`src/hdl/lph_pkg.sv`:
```
package lph_pkg;

  // Table geometry
  localparam int TABLE_SLOTS = 16;
  localparam int SLOT_W      = (TABLE_SLOTS > 1) ? $clog2(TABLE_SLOTS) : 1;

  // Field widths
  localparam int KEY_W        = 31;
  localparam int STATUS_W     = 2;
  localparam int SLOT_FIELD_W = 4;

  // Home slot reduction: a mask for a power-of-two table, else a digit-serial
  // remainder, MOD_DIGIT_W key bits per cycle, MSB first
  localparam bit SLOTS_POW2  = (TABLE_SLOTS & (TABLE_SLOTS - 1)) == 0;
  localparam int MOD_DIGIT_W = 4;
  localparam int MOD_STEPS   = (KEY_W + MOD_DIGIT_W - 1) / MOD_DIGIT_W;
  localparam int MOD_BITS    = MOD_STEPS * MOD_DIGIT_W;
  localparam int MOD_CNT_W   = (MOD_STEPS > 1) ? $clog2(MOD_STEPS) : 1;

  // Request queue between front and back
  localparam int QUEUE_DEPTH = 2;
  localparam int QPTR_W      = (QUEUE_DEPTH > 1) ? $clog2(QUEUE_DEPTH) : 1;
  localparam int QCNT_W      = $clog2(QUEUE_DEPTH + 1);

  typedef logic [SLOT_W-1:0] slot_t;
  typedef logic [KEY_W-1:0]  key_t;

  typedef enum logic {
    OP_INSERT = 1'b0,
    OP_SEARCH = 1'b1
  } op_t;

  typedef enum logic [STATUS_W-1:0] {
    ST_OK        = 2'd0,
    ST_NOT_FOUND = 2'd1,
    ST_FULL      = 2'd2
  } status_t;

  // One classified request: operation, key and its home slot
  typedef struct packed {
    op_t   op;
    key_t  key;
    slot_t home;
  } probe_req_t;

  // Linear probe step with wraparound
  function automatic slot_t next_slot(input slot_t s);
    slot_t n;
    if (s == SLOT_W'(TABLE_SLOTS - 1)) n = '0;
    else                              n = s + 1'b1;
    return n;
  endfunction

endpackage

```
`src/hdl/lph_ram.sv`:
```
module lph_ram #(
  parameter int WIDTH = 32,
  parameter int DEPTH = 16
) (
  input  logic                                        clk,
  input  logic                                        wr_en,
  input  logic [((DEPTH > 1) ? $clog2(DEPTH) : 1)-1:0] wr_addr,
  input  logic [WIDTH-1:0]                            wr_data,
  input  logic [((DEPTH > 1) ? $clog2(DEPTH) : 1)-1:0] rd_addr,
  output logic [WIDTH-1:0]                            rd_data
);

  logic [WIDTH-1:0] mem [DEPTH];
  logic [WIDTH-1:0] rd_data_r;

  // One write port, one registered read port
  always_ff @(posedge clk) begin
    if (wr_en) begin
      mem[wr_addr] <= wr_data;
    end
    rd_data_r <= mem[rd_addr];
  end

  assign rd_data = rd_data_r;

endmodule

```
`src/hdl/lph_front.sv`:
```
module lph_front import lph_pkg::*; (
  input  logic       clk,
  input  logic       rst_n,
  input  logic       in_valid,
  output logic       in_ready,
  input  logic       in_opcode,
  input  key_t       in_key,
  output logic       req_valid,
  input  logic       req_ready,
  output probe_req_t req
);

  logic                busy_r;
  logic                done_r;
  logic [MOD_CNT_W-1:0] cnt_r;
  op_t                 op_r;
  key_t                key_r;
  logic [MOD_BITS-1:0] digits_r;
  slot_t               rem_r;

  logic                in_acc;
  logic                push;
  logic [SLOT_W:0]     part;
  slot_t               rem_step;

  assign push     = busy_r && done_r && req_ready;
  assign in_ready = !busy_r || push;
  assign in_acc   = in_valid && in_ready;

  // Remainder by table size: shift in one digit per cycle, trial subtract per bit
  always_comb begin
    part = {1'b0, rem_r};
    for (int i = 0; i < MOD_DIGIT_W; i++) begin
      part = {part[SLOT_W-1:0], digits_r[MOD_BITS-1-i]};
      if (part >= (SLOT_W+1)'(TABLE_SLOTS)) begin
        part = part - (SLOT_W+1)'(TABLE_SLOTS);
      end
    end
    rem_step = part[SLOT_W-1:0];
  end

  // Control
  always_ff @(posedge clk) begin
    if (!rst_n) begin
      busy_r <= 1'b0;
      done_r <= 1'b0;
      cnt_r  <= '0;
    end else if (in_acc) begin
      busy_r <= 1'b1;
      done_r <= SLOTS_POW2;
      cnt_r  <= '0;
    end else if (push) begin
      busy_r <= 1'b0;
    end else if (busy_r && !done_r) begin
      cnt_r  <= cnt_r + 1'b1;
      done_r <= (cnt_r == MOD_CNT_W'(MOD_STEPS - 1));
    end
  end

  // Beat payload and remainder datapath
  always_ff @(posedge clk) begin
    if (in_acc) begin
      op_r     <= op_t'(in_opcode);
      key_r    <= in_key;
      digits_r <= MOD_BITS'(in_key);
      rem_r    <= SLOTS_POW2 ? in_key[SLOT_W-1:0] : '0;
    end else if (busy_r && !done_r) begin
      rem_r    <= rem_step;
      digits_r <= digits_r << MOD_DIGIT_W;
    end
  end

  assign req_valid = busy_r && done_r;
  assign req.op    = op_r;
  assign req.key   = key_r;
  assign req.home  = rem_r;

endmodule

```
`src/hdl/lph_queue.sv`:
```
module lph_queue import lph_pkg::*; (
  input  logic       clk,
  input  logic       rst_n,
  input  logic       push_valid,
  output logic       push_ready,
  input  probe_req_t push_data,
  output logic       pop_valid,
  input  logic       pop_ready,
  output probe_req_t pop_data
);

  probe_req_t          entries_r [QUEUE_DEPTH];
  logic [QPTR_W-1:0]   wr_ptr_r;
  logic [QPTR_W-1:0]   rd_ptr_r;
  logic [QCNT_W-1:0]   count_r;
  logic                do_push;
  logic                do_pop;

  function automatic logic [QPTR_W-1:0] ptr_inc(input logic [QPTR_W-1:0] p);
    logic [QPTR_W-1:0] n;
    if (p == QPTR_W'(QUEUE_DEPTH - 1)) n = '0;
    else                               n = p + 1'b1;
    return n;
  endfunction

  assign push_ready = (count_r != QCNT_W'(QUEUE_DEPTH));
  assign pop_valid  = (count_r != '0);
  assign do_push    = push_valid && push_ready;
  assign do_pop     = pop_valid && pop_ready;
  assign pop_data   = entries_r[rd_ptr_r];

  // Pointers and fill count
  always_ff @(posedge clk) begin
    if (!rst_n) begin
      wr_ptr_r <= '0;
      rd_ptr_r <= '0;
      count_r  <= '0;
    end else begin
      if (do_push) wr_ptr_r <= ptr_inc(wr_ptr_r);
      if (do_pop)  rd_ptr_r <= ptr_inc(rd_ptr_r);
      if (do_push && !do_pop)      count_r <= count_r + 1'b1;
      else if (do_pop && !do_push) count_r <= count_r - 1'b1;
    end
  end

  // Entry storage
  always_ff @(posedge clk) begin
    if (do_push) begin
      entries_r[wr_ptr_r] <= push_data;
    end
  end

endmodule

```
`src/hdl/lph_back.sv`:
```
module lph_back import lph_pkg::*; (
  input  logic                    clk,
  input  logic                    rst_n,
  input  logic                    req_valid,
  output logic                    req_ready,
  input  probe_req_t              req,
  output logic                    out_valid,
  input  logic                    out_ready,
  output logic [STATUS_W-1:0]     out_status,
  output logic [SLOT_FIELD_W-1:0] out_slot
);

  typedef enum logic [2:0] {
    BS_CLEAR = 3'b001,
    BS_IDLE  = 3'b010,
    BS_PROBE = 3'b100
  } back_state_t;

  back_state_t state_r, state_nxt;
  slot_t       s_r, s_nxt;
  slot_t       n_r, n_nxt;
  op_t         op_r;
  key_t        key_r;
  logic        out_valid_r;
  status_t     out_status_r;
  logic [SLOT_FIELD_W-1:0] out_slot_r;

  logic              wr_en;
  slot_t             wr_addr;
  logic [KEY_W:0]    wr_data;
  slot_t             rd_addr;
  logic [KEY_W:0]    rd_data;

  logic     entry_used;
  key_t     entry_key;
  logic     last;
  logic     out_free;
  logic     decide;
  logic     write_slot;
  logic     commit;
  logic     advance;
  logic     pop;
  status_t  res_status;
  slot_t    res_slot;

  // Slot store: {used, key} per slot
  lph_ram #(
    .WIDTH (KEY_W + 1),
    .DEPTH (TABLE_SLOTS)
  ) u_slots (
    .clk     (clk),
    .wr_en   (wr_en),
    .wr_addr (wr_addr),
    .wr_data (wr_data),
    .rd_addr (rd_addr),
    .rd_data (rd_data)
  );

  assign entry_used = rd_data[KEY_W];
  assign entry_key  = rd_data[KEY_W-1:0];
  assign last       = (n_r == SLOT_W'(TABLE_SLOTS - 1));
  assign out_free   = !out_valid_r || out_ready;

  // Probe decision for the slot whose data is on the read port
  always_comb begin
    decide     = 1'b0;
    write_slot = 1'b0;
    res_status = ST_OK;
    res_slot   = s_r;
    if (state_r == BS_PROBE) begin
      if (op_r == OP_INSERT) begin
        if (!entry_used) begin
          decide     = 1'b1;
          write_slot = 1'b1;
        end else if (last) begin
          decide     = 1'b1;
          res_status = ST_FULL;
          res_slot   = '0;
        end
      end else begin
        if (!entry_used) begin
          decide     = 1'b1;
          res_status = ST_NOT_FOUND;
          res_slot   = '0;
        end else if (entry_key == key_r) begin
          decide     = 1'b1;
        end else if (last) begin
          decide     = 1'b1;
          res_status = ST_NOT_FOUND;
          res_slot   = '0;
        end
      end
    end
  end

  assign commit    = decide && out_free;
  assign advance   = (state_r == BS_PROBE) && !decide;
  assign pop       = (state_r == BS_IDLE) && req_valid;
  assign req_ready = pop;

  // Memory ports and next state
  always_comb begin
    state_nxt = state_r;
    s_nxt     = s_r;
    n_nxt     = n_r;
    wr_en     = 1'b0;
    wr_addr   = s_r;
    wr_data   = '0;
    rd_addr   = s_r;
    case (state_r)
      BS_CLEAR: begin
        wr_en = 1'b1;
        s_nxt = next_slot(s_r);
        if (s_r == SLOT_W'(TABLE_SLOTS - 1)) begin
          state_nxt = BS_IDLE;
          s_nxt     = '0;
        end
      end
      BS_IDLE: begin
        rd_addr = req.home;
        if (pop) begin
          state_nxt = BS_PROBE;
          s_nxt     = req.home;
          n_nxt     = '0;
        end
      end
      BS_PROBE: begin
        wr_en   = commit && write_slot;
        wr_data = {1'b1, key_r};
        if (advance) begin
          rd_addr = next_slot(s_r);
          s_nxt   = next_slot(s_r);
          n_nxt   = n_r + 1'b1;
        end
        if (commit) begin
          state_nxt = BS_IDLE;
        end
      end
      default: begin
        state_nxt = BS_IDLE;
      end
    endcase
  end

  // Control state
  always_ff @(posedge clk) begin
    if (!rst_n) begin
      state_r     <= BS_CLEAR;
      s_r         <= '0;
      n_r         <= '0;
      out_valid_r <= 1'b0;
    end else begin
      state_r <= state_nxt;
      s_r     <= s_nxt;
      n_r     <= n_nxt;
      if (commit)         out_valid_r <= 1'b1;
      else if (out_ready) out_valid_r <= 1'b0;
    end
  end

  // Request and result payload
  always_ff @(posedge clk) begin
    if (pop) begin
      op_r  <= req.op;
      key_r <= req.key;
    end
    if (commit) begin
      out_status_r <= res_status;
      out_slot_r   <= SLOT_FIELD_W'(res_slot);
    end
  end

  assign out_valid  = out_valid_r;
  assign out_status = out_status_r;
  assign out_slot   = out_slot_r;

`ifndef NO_ASSERTIONS
  a_no_pop_in_clear: assert property (@(posedge clk) disable iff (!rst_n)
    (state_r == BS_CLEAR) |-> !req_ready)
    else $error("request taken during clearing pass");

  a_full_only_insert: assert property (@(posedge clk) disable iff (!rst_n)
    (commit && res_status == ST_FULL) |-> (op_r == OP_INSERT && last))
    else $error("full status without a complete insert probe");

  a_write_gives_ok: assert property (@(posedge clk) disable iff (!rst_n)
    (wr_en && state_r == BS_PROBE) |=>
      (state_r == BS_IDLE && out_valid_r && out_status_r == ST_OK))
    else $error("slot write without an ok result");

  a_pop_starts_home: assert property (@(posedge clk) disable iff (!rst_n)
    pop |=> (state_r == BS_PROBE && s_r == $past(req.home) && n_r == '0))
    else $error("probe does not start at home slot");
`endif

endmodule

```
`src/hdl/linear_probe_hash_table.sv`:
```
// The front registers each input beat with its home slot, the queue holds it,
// and the back reads the home slot and probes slot after slot until it
// decides, then registers the result; a non-power-of-two table size adds the
// digit-serial home slot remainder, 4 key bits a step. The back handles one
// beat at a time. Reset clears all control state, then a clearing pass over all
// TABLE_SLOTS slots empties the slot memory; input beats are queued meanwhile.
module linear_probe_hash_table import lph_pkg::*; (
  input  logic                    clk,
  input  logic                    rst_n,
  input  logic                    in_valid,
  output logic                    in_ready,
  input  logic                    in_opcode,
  input  logic [KEY_W-1:0]        in_key,
  output logic                    out_valid,
  input  logic                    out_ready,
  output logic [STATUS_W-1:0]     out_status,
  output logic [SLOT_FIELD_W-1:0] out_slot
);

  logic       fq_valid;
  logic       fq_ready;
  probe_req_t fq_data;
  logic       qb_valid;
  logic       qb_ready;
  probe_req_t qb_data;

  // Front: accept and compute home slot
  lph_front u_front (
    .clk       (clk),
    .rst_n     (rst_n),
    .in_valid  (in_valid),
    .in_ready  (in_ready),
    .in_opcode (in_opcode),
    .in_key    (in_key),
    .req_valid (fq_valid),
    .req_ready (fq_ready),
    .req       (fq_data)
  );

  // Decoupling queue
  lph_queue u_queue (
    .clk        (clk),
    .rst_n      (rst_n),
    .push_valid (fq_valid),
    .push_ready (fq_ready),
    .push_data  (fq_data),
    .pop_valid  (qb_valid),
    .pop_ready  (qb_ready),
    .pop_data   (qb_data)
  );

  // Back: probe engine and result register
  lph_back u_back (
    .clk        (clk),
    .rst_n      (rst_n),
    .req_valid  (qb_valid),
    .req_ready  (qb_ready),
    .req        (qb_data),
    .out_valid  (out_valid),
    .out_ready  (out_ready),
    .out_status (out_status),
    .out_slot   (out_slot)
  );

endmodule
```
`config.mk`:
```
export PLATFORM = sky130hd
export DESIGN_NAME = linear_probe_hash_table
export DESIGN_NICKNAME = d
export VERILOG_FILES = /design/src/hdl/lph_pkg.sv /design/src/hdl/lph_ram.sv /design/src/hdl/lph_front.sv /design/src/hdl/lph_queue.sv /design/src/hdl/lph_back.sv /design/src/hdl/linear_probe_hash_table.sv
export SDC_FILE = /design/constraint.sdc
export NUM_CORES = 1
export LEC_CHECK = 0
export BUFFER_PORTS_ARGS = -buffer_cell sky130_fd_sc_hd__buf_2
export CORE_UTILIZATION = 55
export CTS_CLUSTER_SIZE = 12
export DETAILED_ROUTE_END_ITERATION = 10
export GPL_TIMING_DRIVEN = 1
export PLACE_DENSITY = 0.71
export SYNTH_ARGS = -nofsm -noshare
export SYNTH_HDL_FRONTEND = slang
export SYNTH_HIERARCHICAL = 1
export SYNTH_SLANG_ARGS = --single-unit
```
`constraint.sdc`:
```
create_clock -name clk -period 9.25 [get_ports clk]
set_input_delay 1.3875 -clock clk [delete_from_list [all_inputs] [get_ports clk]]
set_output_delay 1.3875 -clock clk [all_outputs]
set_load 0.05 [all_outputs]
```
### Word-level counts from Yosys, hierarchy flattened

Memories as Yosys holds them, arrays and structs flattened. A register that Yosys moved wholly into a read port is not among the register bits.
Index checks and enable logic that the tools add are counted.

* bits in registers: 127
* bits in latches: 0
* memory bits (writable): 584
* memory bits (read-only): 0
* input bits: 36
* output and inout bits: 8
* logic and storage cells: 143
* memories kept: 2

Memories
* u_back.u_slots.mem: words 16, bits a word 32, rd ports 1, clocked after memory_dff 1, write ports 1, line lph_ram.sv:13 `logic [WIDTH-1:0] mem [DEPTH];`
* u_queue.entries_r: words 2, bits a word 36, rd ports 1, clocked after memory_dff 1, write ports 1, line lph_queue.sv:12 `probe_req_t entries_r [QUEUE_DEPTH];`

* add/sub/neg operators: 11
* $mul: 0
* divide/modulo/power cells: 0
* magnitude comparators: 4
* eq/ne operators: 13
* shift-type cells: 0
* multiplexer cells: 60
* bitwise logic cells: 2
* reductions and logical operators: 32

Operators with widths (count)
* 4-bit 2-to-1 mux: 17
* 31-bit 2-to-1 mux: 2
* 32-bit 2-to-1 mux: 1
* 31-bit == test: 1
* 1-bit 2-to-1 mux: 25
* 5-bit greater-or-equal comparator, second input constant: 4
* 4-bit case mux with 2 select lines: 2
* 4-bit by 1-bit subtractor with 4-bit output, second input constant: 4
* 2-bit 2-to-1 mux: 7
* 4-bit case mux with 3 select lines: 1
* 2-bit nonzero test: 6
* 1-bit logical AND: 11
* 3-bit 2-to-1 mux: 3
* 3-bit case mux with 3 select lines: 1
* 4-bit by 1-bit adder with 4-bit output, second input constant: 2
* 4-bit == test, second input constant: 2
* 2-bit by 1-bit != test with 1-bit output, second input constant: 4
* 3-bit == test, second input constant: 2
* 1-bit logical NOT: 6
* 2-bit AND reduction: 3
* 3-bit AND reduction: 2
* 2-bit != test, second input constant: 2
* 3-bit by 1-bit adder with 3-bit output, second input constant: 1
* 3-bit by 1-bit == test with 1-bit output, second input constant: 1
* 9 further kinds: 12

### Logic depth before layout (Yosys ltp)

* depth after elaboration: 11
* depth in mapped cells: 15
* depth with buffers taken out: 10

### Cells and area by module

The synthesis kept the hierarchy.

Modules (own cells, without submodules)
* lph_ram: times used 1, cells each 838, area each 19835.3 um^2, sequential area each 16015.4 um^2
* lph_queue: times used 1, cells each 136, area each 2837.7 um^2, sequential area each 2262.2 um^2
* lph_front: times used 1, cells each 133, area each 2819.0 um^2, sequential area each 2132.0 um^2
* lph_back: times used 1, cells each 259, area each 2766.4 um^2, sequential area each 1381.3 um^2

### Worst setup path after synthesis

OpenSTA, ideal clock, no wires.

* kind: input-to-reg
* start point: input out_ready
* end point: memory u_back.u_slots.mem[0][0], enable pin
* setup time: 0.461 ns
* data arrival time: 4.598 ns
* required time: 8.789 ns
* path slack: 4.191 ns
* cell stages on the path: 6
* buffers on the path: 0
* cell sequence: nor2b_1 nor4_1 mux2i_1 nor2_1 or3b_2 nor3_1

* word-level cells in the longest chain between the ends: 6

Ends and longest elaborated chain
* start, declared: line linear_probe_hash_table.sv:15 `input logic out_ready,`
* 1-bit logical OR: line lph_back.sv:62 `assign out_free = !out_valid_r || out_ready;`
* 1-bit logical AND: line lph_back.sv:96 `assign commit = decide && out_free;`
* 1-bit logical AND: line lph_back.sv:128 `wr_en = commit && write_slot;`
* 1-bit case mux with 2 select lines: line lph_back.sv:110 `case (state_r)`
* net u_back.wr_en: line lph_back.sv:28 `logic wr_en;`
* 1-bit 2-to-1 mux: line lph_ram.sv:18 `if (wr_en) begin`
* 1-bit 2-to-1 mux (not written as such): line lph_ram.sv:19 `mem[wr_addr] <= wr_data;`
* end, declared: line lph_ram.sv:13

The timed path passes the listed nets, and every way through them passes these cells.

### Final worst setup path

* start point: register u_back.key_r[17]
* end point: register u_back.u_slots.rd_data_r[10] (netlist: u_back/u_slots/rd_data[10]), read port of u_back.u_slots.mem

* word-level cells in the longest chain between the ends: 9

Ends and longest elaborated chain
* start, declared: line lph_back.sv:23 `key_t key_r;`
* start signal, assigned: line lph_back.sv:165 `key_r <= req.key;`
* 31-bit == test: line lph_back.sv:85 `end else if (entry_key == key_r) begin`
* 1-bit 2-to-1 mux: line lph_back.sv:85
* 1-bit 2-to-1 mux: line lph_back.sv:81 `if (!entry_used) begin`
* 1-bit 2-to-1 mux: line lph_back.sv:71 `if (op_r == OP_INSERT) begin`
* 1-bit 2-to-1 mux: line lph_back.sv:70 `if (state_r == BS_PROBE) begin`
* 1-bit logical NOT: line lph_back.sv:97 `assign advance = (state_r == BS_PROBE) && !decide;`
* 1-bit logical AND: line lph_back.sv:97
* 4-bit 2-to-1 mux: line lph_back.sv:130 `if (advance) begin`
* 4-bit case mux with 2 select lines: line lph_back.sv:110
* net u_back.rd_addr[0]: line lph_back.sv:31 `slot_t rd_addr;`
* end, declared: line lph_ram.sv:14 `logic [WIDTH-1:0] rd_data_r;`

The timed path passes the listed nets, and every way through them passes these cells.
A chain may end at the register's enable or synchronous reset.

==> run_results.csv <==
group,metric,value,unit
sta,setup_viol,0,
pwr,internal_power,5.92,mW
routing,wl,56600,um
place,place_ws,3.96,ns
synthesis,ys.flop_type,"edfxtp_1",
sta,fin_crit,5.23,ns
critical_path,reg2reg_from,"u_back/key_r[17]$_DFFE_PP_",
sta,tns,0,ns
pwr,seqPwrFrac,52.3,%
global_route,first_global_vias,13600,
critical_path,r2r_setup_slack,4.02,ns
routing,dr.max_layer_used,"met4",
sta,post-route-period-util,56.5,%
outcome,status,"finished, final reports clean",
synthesis,yosys-top-cells-area,"edfxtp_1, mux4_2, dfxtp_1",
synthesis,synthArstFlopShare,0,%
global_route,grt_max_degree,71,
critical_path,crit_path_max_fanout,39,
global_route,grt_usage,22.0,%
place,place_congestion,0.782,
critical_path,crit_family,"simple AND/OR/NAND/NOR gates",
critical_path,r2r_cells,11,
routing,post-route-drc-count,0,
routing,wl_per_cell,26.0,um
pwr,switching_share,23.7,%
cts,cts_max_path_buffers,3,
routing,met2_length,28500,um
routing,first_pass_iters,5,
layout,final_nets,1491,
hold_path,min-delay-start,"u_front/key_r[28]$_DFFE_PP_",
floorplanning,fp.dieArea,52300,um^2
pwr,combPwrFrac,12.1,%
layout,synthToLayoutAreaGrowth,11.7,%
pwr,powerDensity,246,nW/um^2
routing,ant_nets,0,
critical_path,crit_arrival,5.71,ns
global_route,grt_pass1_wl,84200,um
critical_path,cpMaxStageDelayCell,"buf_4",
critical_path,r2r-end,"u_back/u_slots/rd_data[10]$_DFF_P_",
global_route,antenna_found_initial,0,
sta,tightest_slew,1.14,ns
floorplanning,coreArea,50400,um^2
cts,cts_buffers,74,
synthesis,syn_nets,1407,
synthesis,yosys.area.top_type,"edfxtp_1",
floorplanning,rows,82,
routing,drtIter0Drc,1386,
cts,insertion_delay,0.60,ns
cts,cts_tree,"done",
sta,slew_headroom,24.3,%
place,place_inst,2046,
routing,wl_met3,3920,um
pwr,total_power,7.76,mW
sta,slew_viol_final,0,
cts,root_buffer,"clkbuf_16",
job,cap_violations,0,
synthesis,synthCells,1366,
place,dp_hpwl,30000,um
sta,hold_viol_final,0,
cts,clkTransAtPathRegs,0.06,ns
floorplanning,io_pins,44,
cts,ctsHoldBuffers,0,
floorplanning,start_util,56.1,%
sta,max_freq,191,MHz
routing,vias_per_cell,6.04,
synthesis,yosys.area.top_type_share,73.2,%
pwr,p_sw,1.84,mW
floorplanning,dieWidth,229,um
critical_path,crit_required,9.73,ns
layout,drive_above_1_share,26.2,%
global_route,grt_overflow,0,
cts,post_cts_resized,0,
cts,h-tree-depth,3,
routing,vias,13200,
critical_path,worstPathCellList,"xor2_1, nor4_1, nand4_1, or2_1, mux2i_1, a211o_4, buf_4, buf_4, mux4_2, a22oi_1, nand2_1",
layout,antenna_cells,0,
synthesis,yosysSeqAreaShare,77.1,%
critical_path,critPathKind,"flip-flop to flip-flop",
cts,cts_setup_buffers,0,
place,port_buffers,43,
sta,setup_ws,4.02,ns
place,place_area,29300,um^2
synthesis,netlist_area,28300,um^2
sta,rsz0062_at_grt,"no",
sta,whs,0.441,ns
hold_path,min_to,"u_queue/entries_r[0][32]$_DFFE_PP_",
synthesis,yosys_warnings,6,
critical_path,worstSetupStartpointType,"flip-flop",
synthesis,ys_seq_elements,744,
critical_path,cp_slowest_stage_delay,0.72,ns
layout,finish.utilization,62.6,%
hold_path,holdCritPathClass,"flip-flop to flip-flop",
synthesis,ys_types,66,
hold_path,hold_depth,0,
routing,routedLengthMet1,23000,um
synthesis,synth_edf_count,689,
sta,finalClockSkew,0.0216,ns
floorplanning,die_h,229,um
pwr,p_leak,9.96,nW
pwr,peakVddDrop,173,uV
layout,final_cell_count_no_fill,2181,
critical_path,path_buf_inv,2,
pwr,clkPwrFrac,35.5,%
critical_path,cpMostUsedCell,"buf_4",
synthesis,syn_avg_cell_area,20.7,um^2
layout,stdcell_area,31600,um^2
cts,cts_sinks,744,
critical_path,end_kind,"flip-flop",
-- sequential cells by signal, indices dropped and copies added (netlist names), named ones only --
register	flops
u_back/out_valid	1
u_back/out_status	2
u_front/digits_r	32
u_front/key_r	31
u_queue/rd_ptr_r	1
u_back/s_r	4
u_back/key_r	31
u_back/op_r	1
u_front/cnt_r	3
u_queue/wr_ptr_r	1
u_back/u_slots/rd_data	32
u_queue/entries_r	72
u_back/state_r	3
u_front/busy_r	1
u_back/n_r	4
u_back/out_slot	4
u_front/op_r	1
u_front/done_r	1
u_queue/count_r	2
u_front/rem_r	4
u_back/u_slots/mem	512
-- cell usage in the layout, fill, tap and decap left out, types with 11 or more instances in the layout --
cell type / synthesis / routed
buf_2: 10 / 43
dfxtp_1: 55 / 55
nand2_1: 48 / 48
clkbuf_16: 0 / 76
xor2_1: 33 / 33
nor2_1: 25 / 11
mux2_4: 23 / 23
a22oi_1: 66 / 66
mux4_2: 128 / 128
buf_4: 14 / 30
nor2_4: 0 / 14
and2_1: 39 / 38
mux2_2: 45 / 45
clkbuf_1: 25 / 44
edfxtp_1: 689 / 689
and3_1: 13 / 13
-- layout make-up --
| cell class | instances | area [um^2] |
|---|---|---|
| multi-input combinational | 551 | 6250 |
| timing repair buffer | 73 | 440 |
| clock inverter | 11 | 91.3 |
| sequential | 744 | 21800 |
| inverter | 6 | 22.5 |
| fill | 3311 | 18800 |
| clock buffer | 124 | 2120 |
| tap | 672 | 841 |
-- synthesized netlist by cell type, drive strengths merged (5+ instances only) --
cell / instances
a21o: 7
a21oi: 6
a22oi: 66
and2: 39
and3: 13
buf: 39
clkbuf: 26
dfxtp: 55
edfxtp: 689
ha: 5
inv: 6
mux2: 69
mux4: 128
nand2: 49
nand2b: 8
nand3: 9
nor2: 25
nor2b: 8
nor3: 9
nor4: 8
o21ai: 12
xor2: 33
-- metal layers --
metal | vias up | global-route usage [%]
met3 | 78 | 4.09
met4 | 0 | 7.07
li1 | 5728 | -
met5 | - | 0
met2 | 497 | 36.4
met1 | 6871 | 29.9
-- how the worst max path moves through the flow --
stage / from / endpoint / slack, ns / cells past startpoint
3_3_place_gp: u_back/key_r[30]$_DFFE_PP_ / u_back/u_slots/rd_data[0]$_DFF_P_ / 4.08 / 11
2_1_floorplan: out_ready / u_back/u_slots/mem[0][0]$_DFFE_PP_ / 4.19 / 6
6_report: u_back/key_r[17]$_DFFE_PP_ / u_back/u_slots/rd_data[10]$_DFF_P_ / 4.02 / 11
3_5_place_dp: u_back/key_r[17]$_DFFE_PP_ / u_back/u_slots/rd_data[26]$_DFF_P_ / 3.96 / 11
5_1_grt: u_back/key_r[17]$_DFFE_PP_ / u_back/u_slots/rd_data[20]$_DFF_P_ / 3.66 / 11
4_1_cts: u_back/key_r[17]$_DFFE_PP_ / u_back/u_slots/rd_data[10]$_DFF_P_ / 3.94 / 11
-- cells by family after synthesis --
logic type / Yosys count / synth area share [%]
and+or+nand+nor: 190 / 3.65
adders and majority gates: 5 / 0.221
muxes: 201 / 13.4
xor gates and xnor gates: 35 / 1.08
buffers and inverters: 71 / 1.35
AOI/OAI and AO/OA: 120 / 3.18
DFF: 744 / 77.1
-- power by group through the flow --
stage	Clock, mW	Combinational, mW	Sequential, mW
2_1_floorplan	0	0.693	4.07
3_3_place_gp	0	0.938	4.11
3_5_place_dp	0	0.946	4.12
4_1_cts	2.80	0.953	4.06
5_1_grt	2.92	1.01	4.08
6_report	2.76	0.941	4.06
Power figures use the tool's default switching activity.
